$ cat config.mk
export PLATFORM = sky130hd
export DESIGN_NAME = olte_ctrl
export DESIGN_NICKNAME = d
export VERILOG_FILES = /design/src/rtl/core/olte_pkg.sv /design/src/rtl/core/olte_ctrl.sv
export SDC_FILE = /design/constraint.sdc
export NUM_CORES = 1
export LEC_CHECK = 0
export BUFFER_PORTS_ARGS = -buffer_cell sky130_fd_sc_hd__buf_2
export CAP_MARGIN = 10
export CORE_ASPECT_RATIO = 0.75
export CORE_MARGIN = 2
export CORE_UTILIZATION = 30
export DETAILED_ROUTE_END_ITERATION = 7
export GPL_TIMING_DRIVEN = 1
export MAX_ROUTING_LAYER = met4
export SYNTH_ARGS = -nofsm -noshare
export SYNTH_HDL_FRONTEND = slang
export SYNTH_SLANG_ARGS = --single-unit
$ cat constraint.sdc
create_clock -name clk_i -period 7.45 [get_ports clk_i]
set_input_delay 0.3725 -clock clk_i [delete_from_list [all_inputs] [get_ports clk_i]]
set_output_delay 0.3725 -clock clk_i [all_outputs]
set_load 0.005 [all_outputs]
$ cat src/rtl/core/olte_pkg.sv
// Shared types and constants of the ordered line table.
package olte_pkg;

  localparam int unsigned FUNC_W         = 3;
  localparam int unsigned POS_W          = 11;
  localparam int unsigned WORD_W         = 64;
  localparam int unsigned STAT_W         = 2;
  localparam int unsigned DEPTH_DEF      = 1024;
  localparam int unsigned LINE_WIDTH_DEF = 64;

  typedef enum logic [FUNC_W-1:0] {
    FN_READ    = 3'd0,
    FN_REPLACE = 3'd1,
    FN_INSERT  = 3'd2,
    FN_DELETE  = 3'd3,
    FN_CLEAR   = 3'd4
  } func_e;

  typedef enum logic [STAT_W-1:0] {
    ST_OK    = 2'd0,
    ST_RANGE = 2'd1,
    ST_FULL  = 2'd2
  } status_e;

  typedef struct packed {
    logic [FUNC_W-1:0] func;
    logic [POS_W-1:0]  position;
    logic [WORD_W-1:0] line_word;
  } in_t;

  typedef struct packed {
    logic [STAT_W-1:0] status;
    logic [WORD_W-1:0] read_word;
    logic [POS_W-1:0]  line_count;
  } out_t;

endpackage

$ cat src/rtl/core/olte_ctrl.sv
// Sequencer and shared pointer unit that check, shift and update the line table.
module olte_ctrl #(
  parameter int unsigned DEPTH      = olte_pkg::DEPTH_DEF,
  parameter int unsigned LINE_WIDTH = olte_pkg::LINE_WIDTH_DEF
) (
  input  logic                     clk_i,
  input  logic                     rst_ni,
  input  logic                     in_valid_i,
  input  olte_pkg::in_t            in_i,
  output logic                     in_stall_o,
  output logic                     res_valid_o,
  output olte_pkg::out_t           res_o,
  input  logic                     res_take_i,
  output logic                     ram_we_o,
  output logic [$clog2(DEPTH)-1:0] ram_waddr_o,
  output logic [LINE_WIDTH-1:0]    ram_wdata_o,
  output logic                     ram_re_o,
  output logic [$clog2(DEPTH)-1:0] ram_raddr_o,
  input  logic [LINE_WIDTH-1:0]    ram_rdata_i
);

  import olte_pkg::*;

  localparam int unsigned AW    = $clog2(DEPTH);
  localparam int unsigned CNT_W = $clog2(DEPTH + 1);
  localparam int unsigned CMP_W = (CNT_W > POS_W) ? CNT_W : POS_W;

  typedef enum logic [6:0] {
    S_IDLE   = 7'b0000001,
    S_DECIDE = 7'b0000010,
    S_RDWAIT = 7'b0000100,
    S_SHIFT  = 7'b0001000,
    S_DRAIN  = 7'b0010000,
    S_WRWORD = 7'b0100000,
    S_FINISH = 7'b1000000
  } state_e;

  state_e              state_q, state_d;
  logic [CNT_W-1:0]    cnt_q, cnt_d;
  logic                wr_pend_q, wr_pend_d;
  logic [FUNC_W-1:0]   op_q, op_d;
  logic [CMP_W-1:0]    pos_q, pos_d;
  logic [LINE_WIDTH-1:0] word_q, word_d;
  logic [AW-1:0]       ptr_q, ptr_d;
  logic [AW-1:0]       last_q, last_d;
  logic [AW-1:0]       wr_addr_q, wr_addr_d;
  logic                dir_up_q, dir_up_d;
  status_e             status_q, status_d;
  logic [WORD_W-1:0]   rd_word_q, rd_word_d;

  logic [CMP_W-1:0]    cnt_ext;
  logic [AW-1:0]       pos_aw;
  logic [AW-1:0]       cnt_m1;
  logic [AW-1:0]       ptr_inc;
  logic [AW-1:0]       ptr_dec;
  logic                at_last;
  logic                accept;

  assign cnt_ext = CMP_W'(cnt_q);
  assign pos_aw  = pos_q[AW-1:0];
  assign cnt_m1  = AW'(cnt_q - CNT_W'(1));
  assign ptr_inc = ptr_q + AW'(1);
  assign ptr_dec = ptr_q - AW'(1);
  assign at_last = (ptr_q == last_q);
  assign accept  = in_valid_i && (state_q == S_IDLE);

  assign in_stall_o  = (state_q != S_IDLE);
  assign res_valid_o = (state_q == S_FINISH);
  assign res_o.status     = status_q;
  assign res_o.read_word  = rd_word_q;
  assign res_o.line_count = POS_W'(cnt_q);

  always_comb begin
    state_d     = state_q;
    cnt_d       = cnt_q;
    wr_pend_d   = wr_pend_q;
    op_d        = op_q;
    pos_d       = pos_q;
    word_d      = word_q;
    ptr_d       = ptr_q;
    last_d      = last_q;
    wr_addr_d   = wr_addr_q;
    dir_up_d    = dir_up_q;
    status_d    = status_q;
    rd_word_d   = rd_word_q;
    ram_we_o    = 1'b0;
    ram_waddr_o = wr_addr_q;
    ram_wdata_o = ram_rdata_i;
    ram_re_o    = 1'b0;
    ram_raddr_o = ptr_q;

    unique case (state_q)
      S_IDLE: begin
        if (accept) begin
          op_d    = in_i.func;
          pos_d   = CMP_W'(in_i.position);
          word_d  = LINE_WIDTH'(in_i.line_word);
          state_d = S_DECIDE;
        end
      end

      S_DECIDE: begin
        status_d  = ST_OK;
        rd_word_d = '0;
        wr_pend_d = 1'b0;
        state_d   = S_FINISH;
        unique case (op_q)
          FN_READ: begin
            if (pos_q >= cnt_ext) begin
              status_d = ST_RANGE;
            end else begin
              ram_re_o    = 1'b1;
              ram_raddr_o = pos_aw;
              state_d     = S_RDWAIT;
            end
          end
          FN_REPLACE: begin
            if (pos_q >= cnt_ext) begin
              status_d = ST_RANGE;
            end else begin
              ram_we_o    = 1'b1;
              ram_waddr_o = pos_aw;
              ram_wdata_o = word_q;
            end
          end
          FN_INSERT: begin
            if (pos_q > cnt_ext) begin
              status_d = ST_RANGE;
            end else if (cnt_q == CNT_W'(DEPTH)) begin
              status_d = ST_FULL;
            end else begin
              cnt_d = cnt_q + CNT_W'(1);
              if (pos_q == cnt_ext) begin
                ram_we_o    = 1'b1;
                ram_waddr_o = pos_aw;
                ram_wdata_o = word_q;
              end else begin
                dir_up_d = 1'b1;
                ptr_d    = cnt_m1;
                last_d   = pos_aw;
                state_d  = S_SHIFT;
              end
            end
          end
          FN_DELETE: begin
            if (pos_q >= cnt_ext) begin
              status_d = ST_RANGE;
            end else begin
              cnt_d = cnt_q - CNT_W'(1);
              if (pos_aw != cnt_m1) begin
                dir_up_d = 1'b0;
                ptr_d    = pos_aw + AW'(1);
                last_d   = cnt_m1;
                state_d  = S_SHIFT;
              end
            end
          end
          FN_CLEAR: begin
            cnt_d = '0;
          end
          default: begin
          end
        endcase
      end

      S_RDWAIT: begin
        rd_word_d = WORD_W'(ram_rdata_i);
        state_d   = S_FINISH;
      end

      S_SHIFT: begin
        ram_re_o    = 1'b1;
        ram_raddr_o = ptr_q;
        ram_we_o    = wr_pend_q;
        wr_pend_d   = 1'b1;
        wr_addr_d   = dir_up_q ? ptr_inc : ptr_dec;
        if (at_last) begin
          state_d = S_DRAIN;
        end else begin
          ptr_d = dir_up_q ? ptr_dec : ptr_inc;
        end
      end

      S_DRAIN: begin
        ram_we_o  = 1'b1;
        wr_pend_d = 1'b0;
        state_d   = dir_up_q ? S_WRWORD : S_FINISH;
      end

      S_WRWORD: begin
        ram_we_o    = 1'b1;
        ram_waddr_o = pos_aw;
        ram_wdata_o = word_q;
        state_d     = S_FINISH;
      end

      S_FINISH: begin
        if (res_take_i) begin
          state_d = S_IDLE;
        end
      end

      default: begin
        state_d = S_IDLE;
      end
    endcase
  end

  always_ff @(posedge clk_i or negedge rst_ni) begin
    if (!rst_ni) begin
      state_q   <= S_IDLE;
      cnt_q     <= '0;
      wr_pend_q <= 1'b0;
    end else begin
      state_q   <= state_d;
      cnt_q     <= cnt_d;
      wr_pend_q <= wr_pend_d;
    end
  end

  always_ff @(posedge clk_i) begin
    op_q      <= op_d;
    pos_q     <= pos_d;
    word_q    <= word_d;
    ptr_q     <= ptr_d;
    last_q    <= last_d;
    wr_addr_q <= wr_addr_d;
    dir_up_q  <= dir_up_d;
    status_q  <= status_d;
    rd_word_q <= rd_word_d;
  end

endmodule

# Yosys cells after proc, flatten, opt, wreduce, memory -nomap -nowiden
# Cells that the tools add are included.
dict set report classes {
  n_reduce_logical 16
  addsub 5
  magnitude_cmp 2
  muxes 67
  n_eq_ne 31
}
# cell n
set ops {}
lappend ops {{$pmux W64 S2} 3}
lappend ops {{$mux W64} 4}
lappend ops {{$mux W10} 20}
lappend ops {{$pmux W10 S2} 5}
lappend ops {{$mux W7} 10}
lappend ops {{$pmux W7 S6} 1}
lappend ops {{$mux W11} 3}
lappend ops {{$pmux W11 S3} 1}
lappend ops {{$pmux W7 S3} 1}
lappend ops {{$add A10 B1 Y10 const B} 2}
lappend ops {{$ne A2 B2 Y1 const B} 8}
lappend ops {{$ne A3 B3 Y1 const B} 5}
lappend ops {{$add A11 B1 Y11 const B} 1}
lappend ops {{$eq A11 B11 Y1} 1}
lappend ops {{$eq A11 B11 Y1 const B} 1}
lappend ops {{$ge A11 B11 Y1} 1}
lappend ops {{$gt A11 B11 Y1} 1}
lappend ops {{$mux W1} 11}
lappend ops {{$sub A11 B1 Y11 const B} 1}
lappend ops {{$eq A10 B10 Y1} 1}
lappend ops {{$ne A10 B10 Y1} 1}
lappend ops {{$sub A10 B1 Y10 const B} 1}
lappend ops {{$pmux W1 S2} 4}
lappend ops {{$reduce_and A8 Y1} 1}
lappend ops {{26 further kinds} 33}
dict set report word_totals {
  out_inout_bits 165
  reg_bits 194
}

# Logic depth before layout (Yosys ltp)
# Gate-level depths: netlist (run 1).
dict set report depth {
  depth_word 6
  depth_mapped 11
}

# Least setup slack after synthesis (run 1)
# OpenSTA, ideal clock, no wires.
dict set report synth_timing {
  kind {register to register}
  start {register state_q[2]}
  end {register op_q[0], enable pin}
  arrival_ns 4.259
  path_stages_with_launch 5
  t_required_ns 6.933
  synth_period_minus_slack_ns 4.776
  setup_slack_ns 2.674
  cell_sequence {dfrtp_1 > nor3_1 > and2_1 > nand3b_1 > nor2_1}
}
dict set report synth_between {
  elab_chain_cells 3
}
# element line
set synth_rtl {}
lappend synth_rtl {{start: declaration} olte_ctrl.sv:38} ;# state_e state_q, state_d;
lappend synth_rtl {{start signal: assignment} olte_ctrl.sv:215} ;# state_q <= state_d;
lappend synth_rtl {{$eq A7 B1 Y1 (*)} {olte_ctrl.sv:65, olte_ctrl.sv:92}}
lappend synth_rtl {{$logic_and A1 B1 Y1} olte_ctrl.sv:65} ;# assign accept = in_valid_i && (state_q == S_IDLE);
lappend synth_rtl {{$reduce_and A2 Y1 (no source line) (*)} --}
lappend synth_rtl {{end signal: assignment} olte_ctrl.sv:222} ;# op_q <= op_d;
lappend synth_rtl {{end: declaration} olte_ctrl.sv:41} ;# logic [FUNC_W-1:0] op_q, op_d;
# Every way passes the cells marked *; elsewhere a longest branch is shown, timed or not.
# A chain may end at the register's enable or synchronous reset.

# Worst setup path after layout (run 1)
dict set report layout_timing {
  start {register cnt_q[8] (netlist: cnt_ext[8])}
  end {output ram_waddr_o[6]}
}
dict set report layout_between {
  elab_chain_cells 6
  word_cells_on_any_way 10
  classes_between {order compare: 2; eq/ne: 2; mux: 6}
}
# element line
set layout_rtl {}
lappend layout_rtl {{start: declaration} olte_ctrl.sv:39} ;# logic [CNT_W-1:0] cnt_q, cnt_d;
lappend layout_rtl {{start signal: assignment} olte_ctrl.sv:216} ;# cnt_q <= cnt_d;
lappend layout_rtl {{branches (longest 4 deep; another with $gt A11 B11 Y1)} --}
lappend layout_rtl {{$pmux W10 S2 (*)} olte_ctrl.sv:107} ;# unique case (op_q)
lappend layout_rtl {{$pmux W10 S2 (*)} olte_ctrl.sv:92} ;# unique case (state_q)
lappend layout_rtl {{end: declaration} olte_ctrl.sv:15} ;# output logic [$clog2(DEPTH)-1:0] ram_waddr_o,
# Every way passes the cells marked *.

==> metrics.md, run 1 <==
| Metric | Value |
|---|---|
| Leak Pwr | `4.94 nW` |
| Initial antenna violation count | `0` |
| Routed vias | `7503` |
| Post-CTS Hold Buffers | `1` |
| Xor/xnor share of the synthesized area | `4.69%` |
| Die span in y | `between 150 and 200 um` |
| Int Pwr | `roughly 2.4 mW` |
| CP Cell Sequence | `inv_1 > ha_1 > nand3_1 > nor4_1 > buf_4 > nor2_1 > nand4b_1 > o21a_4 > mux2_2 > buf_2` |
| Post-synth EDFFs | `roughly 180` |
| WL met3 | `roughly 2300 um` |
| FFs w/ async S/R, synth | `9.79%` |
| CP max stage delay | `about 930 ps` |
| TritonCTS buffer count | `17` |
| Fillers | `3225` |
| Routed Antenna Nets | `0` |
| IO Pins | `around 310` |
| Commonest cells after routing, fill and taps aside | `310 x buf_2, 175 x edfxtp_1, 85 x mux2_2` |
| RePlAce Congestion | `between 0.9 and 1` |
| Die width | `between 200 and 250 um` |
| Switching share of power | `roughly 37%` |
| Initial Util | `30.7%` |
| Yosys Warn Count | `0` |
| Clock latency on the worst-skew pair | `roughly 450 ps` |
| Post-synth top flop | `edfxtp_1` |
| Status | `completed` |
| IO Port Bufs | `310` |
| CP arrival | `4780 ps` |
| Crit. End Element | `output port` |
| Die Area | `~35000 um2` |
| Htree depth | `4` |
| Final min period | `~5200 ps` |
| Post-CTS resize count | `0` |
| Fin crit share | `69.2%` |
| RSZ-0062 raised after global routing | `no` |
| Cell area after synthesis | `about 10000 um2` |
| Comb pwr share | `about 31%` |
| Clock-pin slew on the worst setup and hold paths | `about 80 ps` |
| Net Sw Power | `~1.4 mW` |
| Power Dens Cells | `approximately 300 nW/um2` |
| DRT iter0 DRCs | `around 570` |
| CP Launch Type | `register` |
| Skew final | `9.23 ps` |
| Clock Sinks | `194` |
| Net count after synthesis | `just under 1000` |
| Max Cap Violations | `0` |
| Global-route wire length before repair | `44900 um` |
| Number of global-route vias before repair | `7604` |
| Worst-path fanout max | `75` |
| Routed WL | `29500 um` |
| Top Layer Used | `met4` |
| Bufs and invs on worst path | `3` |
| Drt drc | `0` |
| Metal2 WL | `13400 um` |
| Fmax | `between 150 and 200 MHz` |
| Core ar. | `between 30000 and 40000 um2` |
| Worst slew pin tran | `around 1200 ps` |
| CP max stage cell | `nor4_1` |
| Fin. Hold Viols | `0` |
| Critical path class | `reg -> out` |
| Clk pwr share | `between 20 and 30%` |
| Row count | `57` |
| Max Slew Vio Count | `0` |
| CP delay by family, top | `simple AND/OR/NAND/NOR gates` |
| Worst rel slew slack | `approximately 23%` |
| DP HPWL | `roughly 22000 um` |
| Setup TNS | `0 ps` |
| Hold crit path type | `in -> reg` |
| Compound-Gate Fraction of Synth Area | `under 10%` |
| Seq pwr share | `approximately 44%` |
| Wire length on met1 | `13400 um` |
| Synth cell types | `73` |
| Vias per Instance | `4.85` |
| Largest family of logic cells by synthesized area | `simple AND/OR/NAND/NOR gates` |
| Sequential fraction of the synthesis area | `between 50 and 60%` |
| Tot Pwr | `about 3.8 mW` |
| Tot GR Track Use | `approximately 17%` |
| Synth-to-Final Area Change | `25.6%` |
| Final Setup Violations | `0` |
| Routed wire per std cell | `19.1 um` |
| CTS Root Cell | `clkbuf_16` |
| Layout net count | `~1300` |
| First-pass detailed-route iteration total | `5` |
| CP required | `7080 ps` |
| Synth Area in Simple Gates | `between 10% and 20%` |
| Post-synthesis mux area share | `~11%` |
| CTS tree | `done` |
| Avg Synthesized Cell Area | `approximately 12 um2` |
| Synthesized flop and latch total | `about 190` |
| Post-CTS Setup Inserts | `0` |
| Commonest non-fill, non-tap cell in the layout | `buf_2` |
| Clock buffer depth | `2` |
| Worst-case vdd ir drop | `143 uV` |
| Adder-cell share of the synthesized area | `2.13%` |
| Post-synthesis cell count | `approximately 810` |
| Gr ovfl total | `0` |
| Largest net degree at the start of global routing | `between 70 and 80` |
| Layout cells sized above 1 | `40.9%` |
registers in the layout (all words and copies together), names as in the netlist:
signal and count:
dir_up_q 1, pos_q 11, wr_addr_q 10, ptr_q 10, op_q 3, word_q 64
state_q 7, wr_pend_q 1, last_q 10, cnt_ext 11, status_q 2, rd_word_q 64
area by class of cell:
class,count,area [um2],area share [%]
Sequential cell,194,5730,45.6
Tap cell,442,553,4.40
Antenna cell,1,2.50,0.0199
Inverter,25,93.8,0.747
Clock inverter,15,176,1.40
Clock buffer,17,425,3.39
Timing Repair Buffer,320,1630,13.0
Multi-Input combinational cell,533,3950,31.4
power by group through the flow:
stage               Combinational, mW  Sequential (mW)  Clock, mW
floorplan                       0.814             1.56          0
global placement                 1.15             1.66          0
detailed placement               1.16             1.66          0
CTS                              1.17             1.64      0.978
global route                     1.30             1.67       1.02
finish                           1.17             1.64      0.946
cells by family after synthesis:
family | Yosys count
DFF | 194
and+or+nand+nor | 253
AOI/OAI and AO/OA | 114
xor gates and xnor gates | 52
adders and majority gates | 17
buffers and inverters | 79
muxes | 97
metal layers:
layer | vias up | GRT usage, %
met2 | 328 | 25.9
met4 | 0 | 5.24
met5 | - | -
met3 | 28 | 4.91
met1 | 3599 | 23.3
li1 | 3548 | -
cell usage after synthesis, types with 8 or more instances:
cell type | count | area share [%]
xor2_1 | 23 | 2.0
edfxtp_1 | 175 | 53
a21oi_1 | 28 | 1.4
mux2_2 | 85 | 9.6
nand2_1 | 44 | 1.7
xnor2_1 | 28 | 2.5
inv_1 | 21 | 0.79
mux2i_1 | 11 | 1.1
nand4_1 | 9 | 0.56
dfrtp_1 | 18 | 4.5
o211ai_1 | 8 | 0.60
nor3_1 | 17 | 0.85
and2_1 | 68 | 4.3
nor2_1 | 43 | 1.6
ha_1 | 17 | 2.1
o21ai_0 | 25 | 1.3
nand3_1 | 20 | 1.0
nor4_1 | 12 | 0.75
clkbuf_1 | 35 | 1.3
through the flow:
step                      hold WS (ps)  cell area, um2  setup WS (ps)  utilization (%)  instances
after detailed placement           365           11900           2910             36.6       1513
after global placement             372           11900           3010             36.6       1513
after CTS                         55.2           12600           2380             38.5       1546
after floorplan                   76.9           10000           2670                -        806
final                             89.6           12600           2300             38.5       1547
after global routing              51.6           12600           2070             38.5       1546
final timing paths:
kind                            cells after the start  slack, ps                      end              startpoint
min in group asynchronous                           2        410  cnt_ext[10]$_DFFE_PN0P_                  rst_ni
worst min-delay path                                1         90     word_q[18]$_DFFE_PP_                in_i[18]
worst max register to register                      8       3300       ptr_q[8]$_DFFE_PP_  cnt_ext[0]$_DFFE_PN0P_
worst min register to register                      1        500    wr_pend_q$_DFFE_PN0P_   wr_pend_q$_DFFE_PN0P_
max in group asynchronous                           2       6680   state_q[0]$_DFFE_PN1P_                  rst_ni
worst max-delay path                               10       2300           ram_waddr_o[6]  cnt_ext[8]$_DFFE_PN0P_
Power figures use the tool's default switching activity.
==> run 2: changes to the inputs <==
--- a/config.mk
+++ b/config.mk
@@ -5,6 +5,7 @@
 export SDC_FILE = /design/constraint.sdc
 export NUM_CORES = 1
 export LEC_CHECK = 0
+export ABC_AREA = 1
 export BUFFER_PORTS_ARGS = -buffer_cell sky130_fd_sc_hd__buf_2
 export CAP_MARGIN = 10
 export CORE_ASPECT_RATIO = 0.75
==> constraint.sdc (replaced) <==
create_clock -name clk_i -period 4.4 [get_ports clk_i]
set_input_delay 0.22 -clock clk_i [delete_from_list [all_inputs] [get_ports clk_i]]
set_output_delay 0.22 -clock clk_i [all_outputs]
set_load 0.005 [all_outputs]
==> metrics.md, run 2 <==
| Metric | Value |
|---|---|
| Layout net count | `2549 (+100%)` |
| Die span in y | `193 um (+19%)` |
| Skew final | `14.4 ps (+5.12 ps)` |
| Final cell count without fillers | `3042 (+97%)` |
| Initial Util | `30.2% (-0.43 points)` |
| Gr ovfl total | `0 (unchanged)` |
| Hold slack | `38.0 ps (-51.6 ps)` |
| Synthesized flop and latch total | `194 (unchanged)` |
| RePlAce Congestion | `0.959 (+6.3%)` |
| Initial antenna violation count | `5 (+5)` |
| Fillers | `4968 (+54%)` |
| RSZ-0062 raised after global routing | `no` |
| IO Port Bufs | `310 (unchanged)` |
| Avg Synthesized Cell Area | `6.90 um2 (-44%)` |
| CP max stage delay | `570 ps (-360 ps)` |
| Net Sw Power | `5.81 mW (+320%)` |
| Max Slew Vio Count | `0 (unchanged)` |
| CP Cell Sequence | `inv_1 > ha_1 > nand4_2 > inv_2 > nand2_1 > nor2_1 > nor2_2 > nand3_4 > buf_4 > o22ai_1 > nand2_1 > o211ai_1 > buf_2` |
| Sequential fraction of the synthesis area | `40.1% (-17 points)` |
| Leading area contributor after synthesis | `edfxtp_1` |
| Tot Pwr | `11.3 mW (+200%)` |
| Footprint of the multi-input gates | `6370 um2 (+61%)` |
| FFs w/ async S/R, synth | `9.79% (unchanged)` |
| TritonCTS buffer count | `17 (unchanged)` |
| Top flop regs | `rd_word_q x64, word_q x64` |
| Worst-path fanout max | `41 (-45%)` |
| Tot GR Track Use | `22.2% (+4.7 points)` |
| Fin. Hold Viols | `0 (unchanged)` |
| Cell area after synthesis | `14300 um2 (+43%)` |
| DP HPWL | `36600 um (+68%)` |
| Post-Place Cells | `2927 (+93%)` |
| Drt drc | `0 (unchanged)` |
| Clock-pin slew on the worst setup and hold paths | `90 ps (about the same)` |
| Routed WL | `54200 um (+83%)` |
| Die width | `256 um (+19%)` |
| Fin crit share | `88.5%` |
| Row count | `69 (+21%)` |
| Layout cells sized above 1 | `17.1% (-24 points)` |
| Worst slew pin tran | `1140 ps (-17.5 ps)` |
| CTS tree | `done` |
| Post-synth EDFFs | `175 (unchanged)` |
| Int Pwr | `5.51 mW (+130%)` |
| Commonest non-fill, non-tap cell in the layout | `nand2_1` |
| Power Dens Cells | `641 nW/um2 (+110%)` |
| Switching share of power | `51.3% (+15 points)` |
| Most frequent cell after synthesis | `nand2_1` |
| Routed Antenna Nets | `0 (unchanged)` |
| Bufs and invs on worst path | `4 (+1)` |
| Core Util, Final | `37.4% (-1.1 points)` |
| Yosys Warn Count | `0 (unchanged)` |
| Largest net degree at the start of global routing | `78 (+2.6%)` |
| Core ar. | `47200 um2 (+45%)` |
| Synth cell types | `49 (-33%)` |
| CP arrival | `3670 ps (-1110 ps)` |
| Fmax | `roughly 260 MHz` |
| CP Launch Type | `register` |
| Total area of sequential cells | `5730 um2 (unchanged)` |
| Worst rel slew slack | `24.0% (+1.2 points)` |
| Global-route wire length before repair | `82200 um (+83%)` |
| Routed vias | `14900 (+99%)` |
| IO Pins | `311 (unchanged)` |
| Clock Sinks | `194 (unchanged)` |
| Comb pwr share | `56.2% (+25 points)` |
| Commonest cells after routing, fill and taps aside | `566 x nand2_1, 378 x inv_1, 310 x buf_2` |
| Crit. End Element | `output port` |
| Critical path class | `reg -> out` |
| Leak Pwr | `8.95 nW (+81%)` |
| Post-synthesis cell count | `2071 (+160%)` |
| Synth-to-Final Area Change | `23.7%` |
| Worst-case vdd ir drop | `490 uV (+240%)` |
| Clock buffer depth | `2 (unchanged)` |
| Status | `completed` |
| Critical path origin | `cnt_ext[3]$_DFFE_PN0P_` |
| CP delay by family, top | `buffers and inverters` |
| Hold crit path type | `in -> reg` |
| CTS Root Cell | `clkbuf_16` |
| Post-synth top flop | `edfxtp_1` |
| Hold Path Origin | `in_valid_i` |
| Clock latency on the worst-skew pair | `480 ps (+30 ps)` |
| Launching point of the worst reg2reg path | `cnt_ext[2]$_DFFE_PN0P_` |
| Net count after synthesis | `2234 (+130%)` |
| CP max stage cell | `dfrtp_1` |
| Synth area leaders | `edfxtp_1 37%, nand2_1 15%, inv_1 10%` |
| Routed wire per std cell | `17.8 um (-6.7%)` |
| Max Cap Violations | `0 (unchanged)` |
| Final min period | `3890 ps` |
| Reg2reg setup slack | `1060 ps (-2240 ps)` |
| Clk pwr share | `14.3% (-11 points)` |
| Post-synth top area share | `36.8% (-16 points)` |
| Final Setup Violations | `0 (unchanged)` |
| CP required | `4180 ps (-2900 ps)` |
| Die Area | `49400 um2 (+42%)` |
| Setup TNS | `0 ps (unchanged)` |
| DRT iter0 DRCs | `1274 (+120%)` |
| Number of global-route vias before repair | `14500 (+91%)` |
| Vias per Instance | `4.91 (+1.2%)` |
| First-pass detailed-route iteration total | `6 (+1)` |
| Htree depth | `4 (unchanged)` |
| Seq pwr share | `29.5% (-14 points)` |
| Post-synth top cells | `570 x nand2_1, 380 x inv_1, 175 x edfxtp_1` |
| Most used cell along the critical path | `nand2_1` |
-- run 2: what timing repair did --
action | 4_1_cts | 5_1_grt
resized for setup | 0 | 0
hold endpoints to repair | 96 | 0
setup buffers | 0 | 0
hold buffers | 79 | 0
-- run 2: logic make-up after synthesis --
logic type,count (synthesis),share of synthesized area (%)
multiplexers,1,0.0701
buffers and inverters,548,15.5
AO/OA/AOI/OAI,412,15.7
adder cells (fa/ha/maj),17,1.49
flip-flops,194,40.1
XOR/XNOR,31,1.90
AND/OR/NAND/NOR,868,25.2
-- run 2: final timing paths --
kind | depth (start not counted) | to
worst max-delay path | 13 | ram_we_o
worst min-delay path | 3 | state_q[0]$_DFFE_PN1P_
worst max register to register | 12 | ptr_q[0]$_DFFE_PP_
worst min register to register | 2 | wr_pend_q$_DFFE_PN0P_
max in group asynchronous | 2 | state_q[0]$_DFFE_PN1P_
min in group asynchronous | 2 | cnt_ext[8]$_DFFE_PN0P_
-- run 2: through the flow --
step	area, um2	setup WS (ps)
after floorplan	14300	695
after global placement	16300	1060
after detailed placement	16300	1100
after CTS	17600	548
after global routing	17700	296
final	17700	508
-- run 2: area by class of cell --
class / count / area share, %
diodes: 4 / 0.0567
clock inverters: 15 / 0.822
well taps: 639 / 4.53
clock buffers: 17 / 2.41
multi-input cells: 1329 / 36.1
flip-flops and latches: 194 / 32.5
repair buffers: 412 / 14.5
inverters: 432 / 9.20
-- run 2: tightest hold or removal path: stages --
cell and delay [ps]:
buf_2 90, or2_2 130, o21ai_1 60
-- run 2: power by group through the flow --
| stage | logic, mW | registers (mW) | clock network (mW) |
|---|---|---|---|
| final | 6.36 | 3.34 | 1.62 |
| after global routing | 7.14 | 3.41 | 1.73 |
| after CTS | 6.34 | 3.34 | 1.67 |
| after detailed placement | 6.26 | 3.37 | 0 |
| after global placement | 6.16 | 3.35 | 0 |
| after floorplan | 4.16 | 3.22 | 0 |
-- run 2: per-layer routing --
metal,part of all wire [%],track usage [%]
met3,8.0,4.46
met4,1.2,5.31
met2,46,35.4
met1,45,29.1
met5,0,-
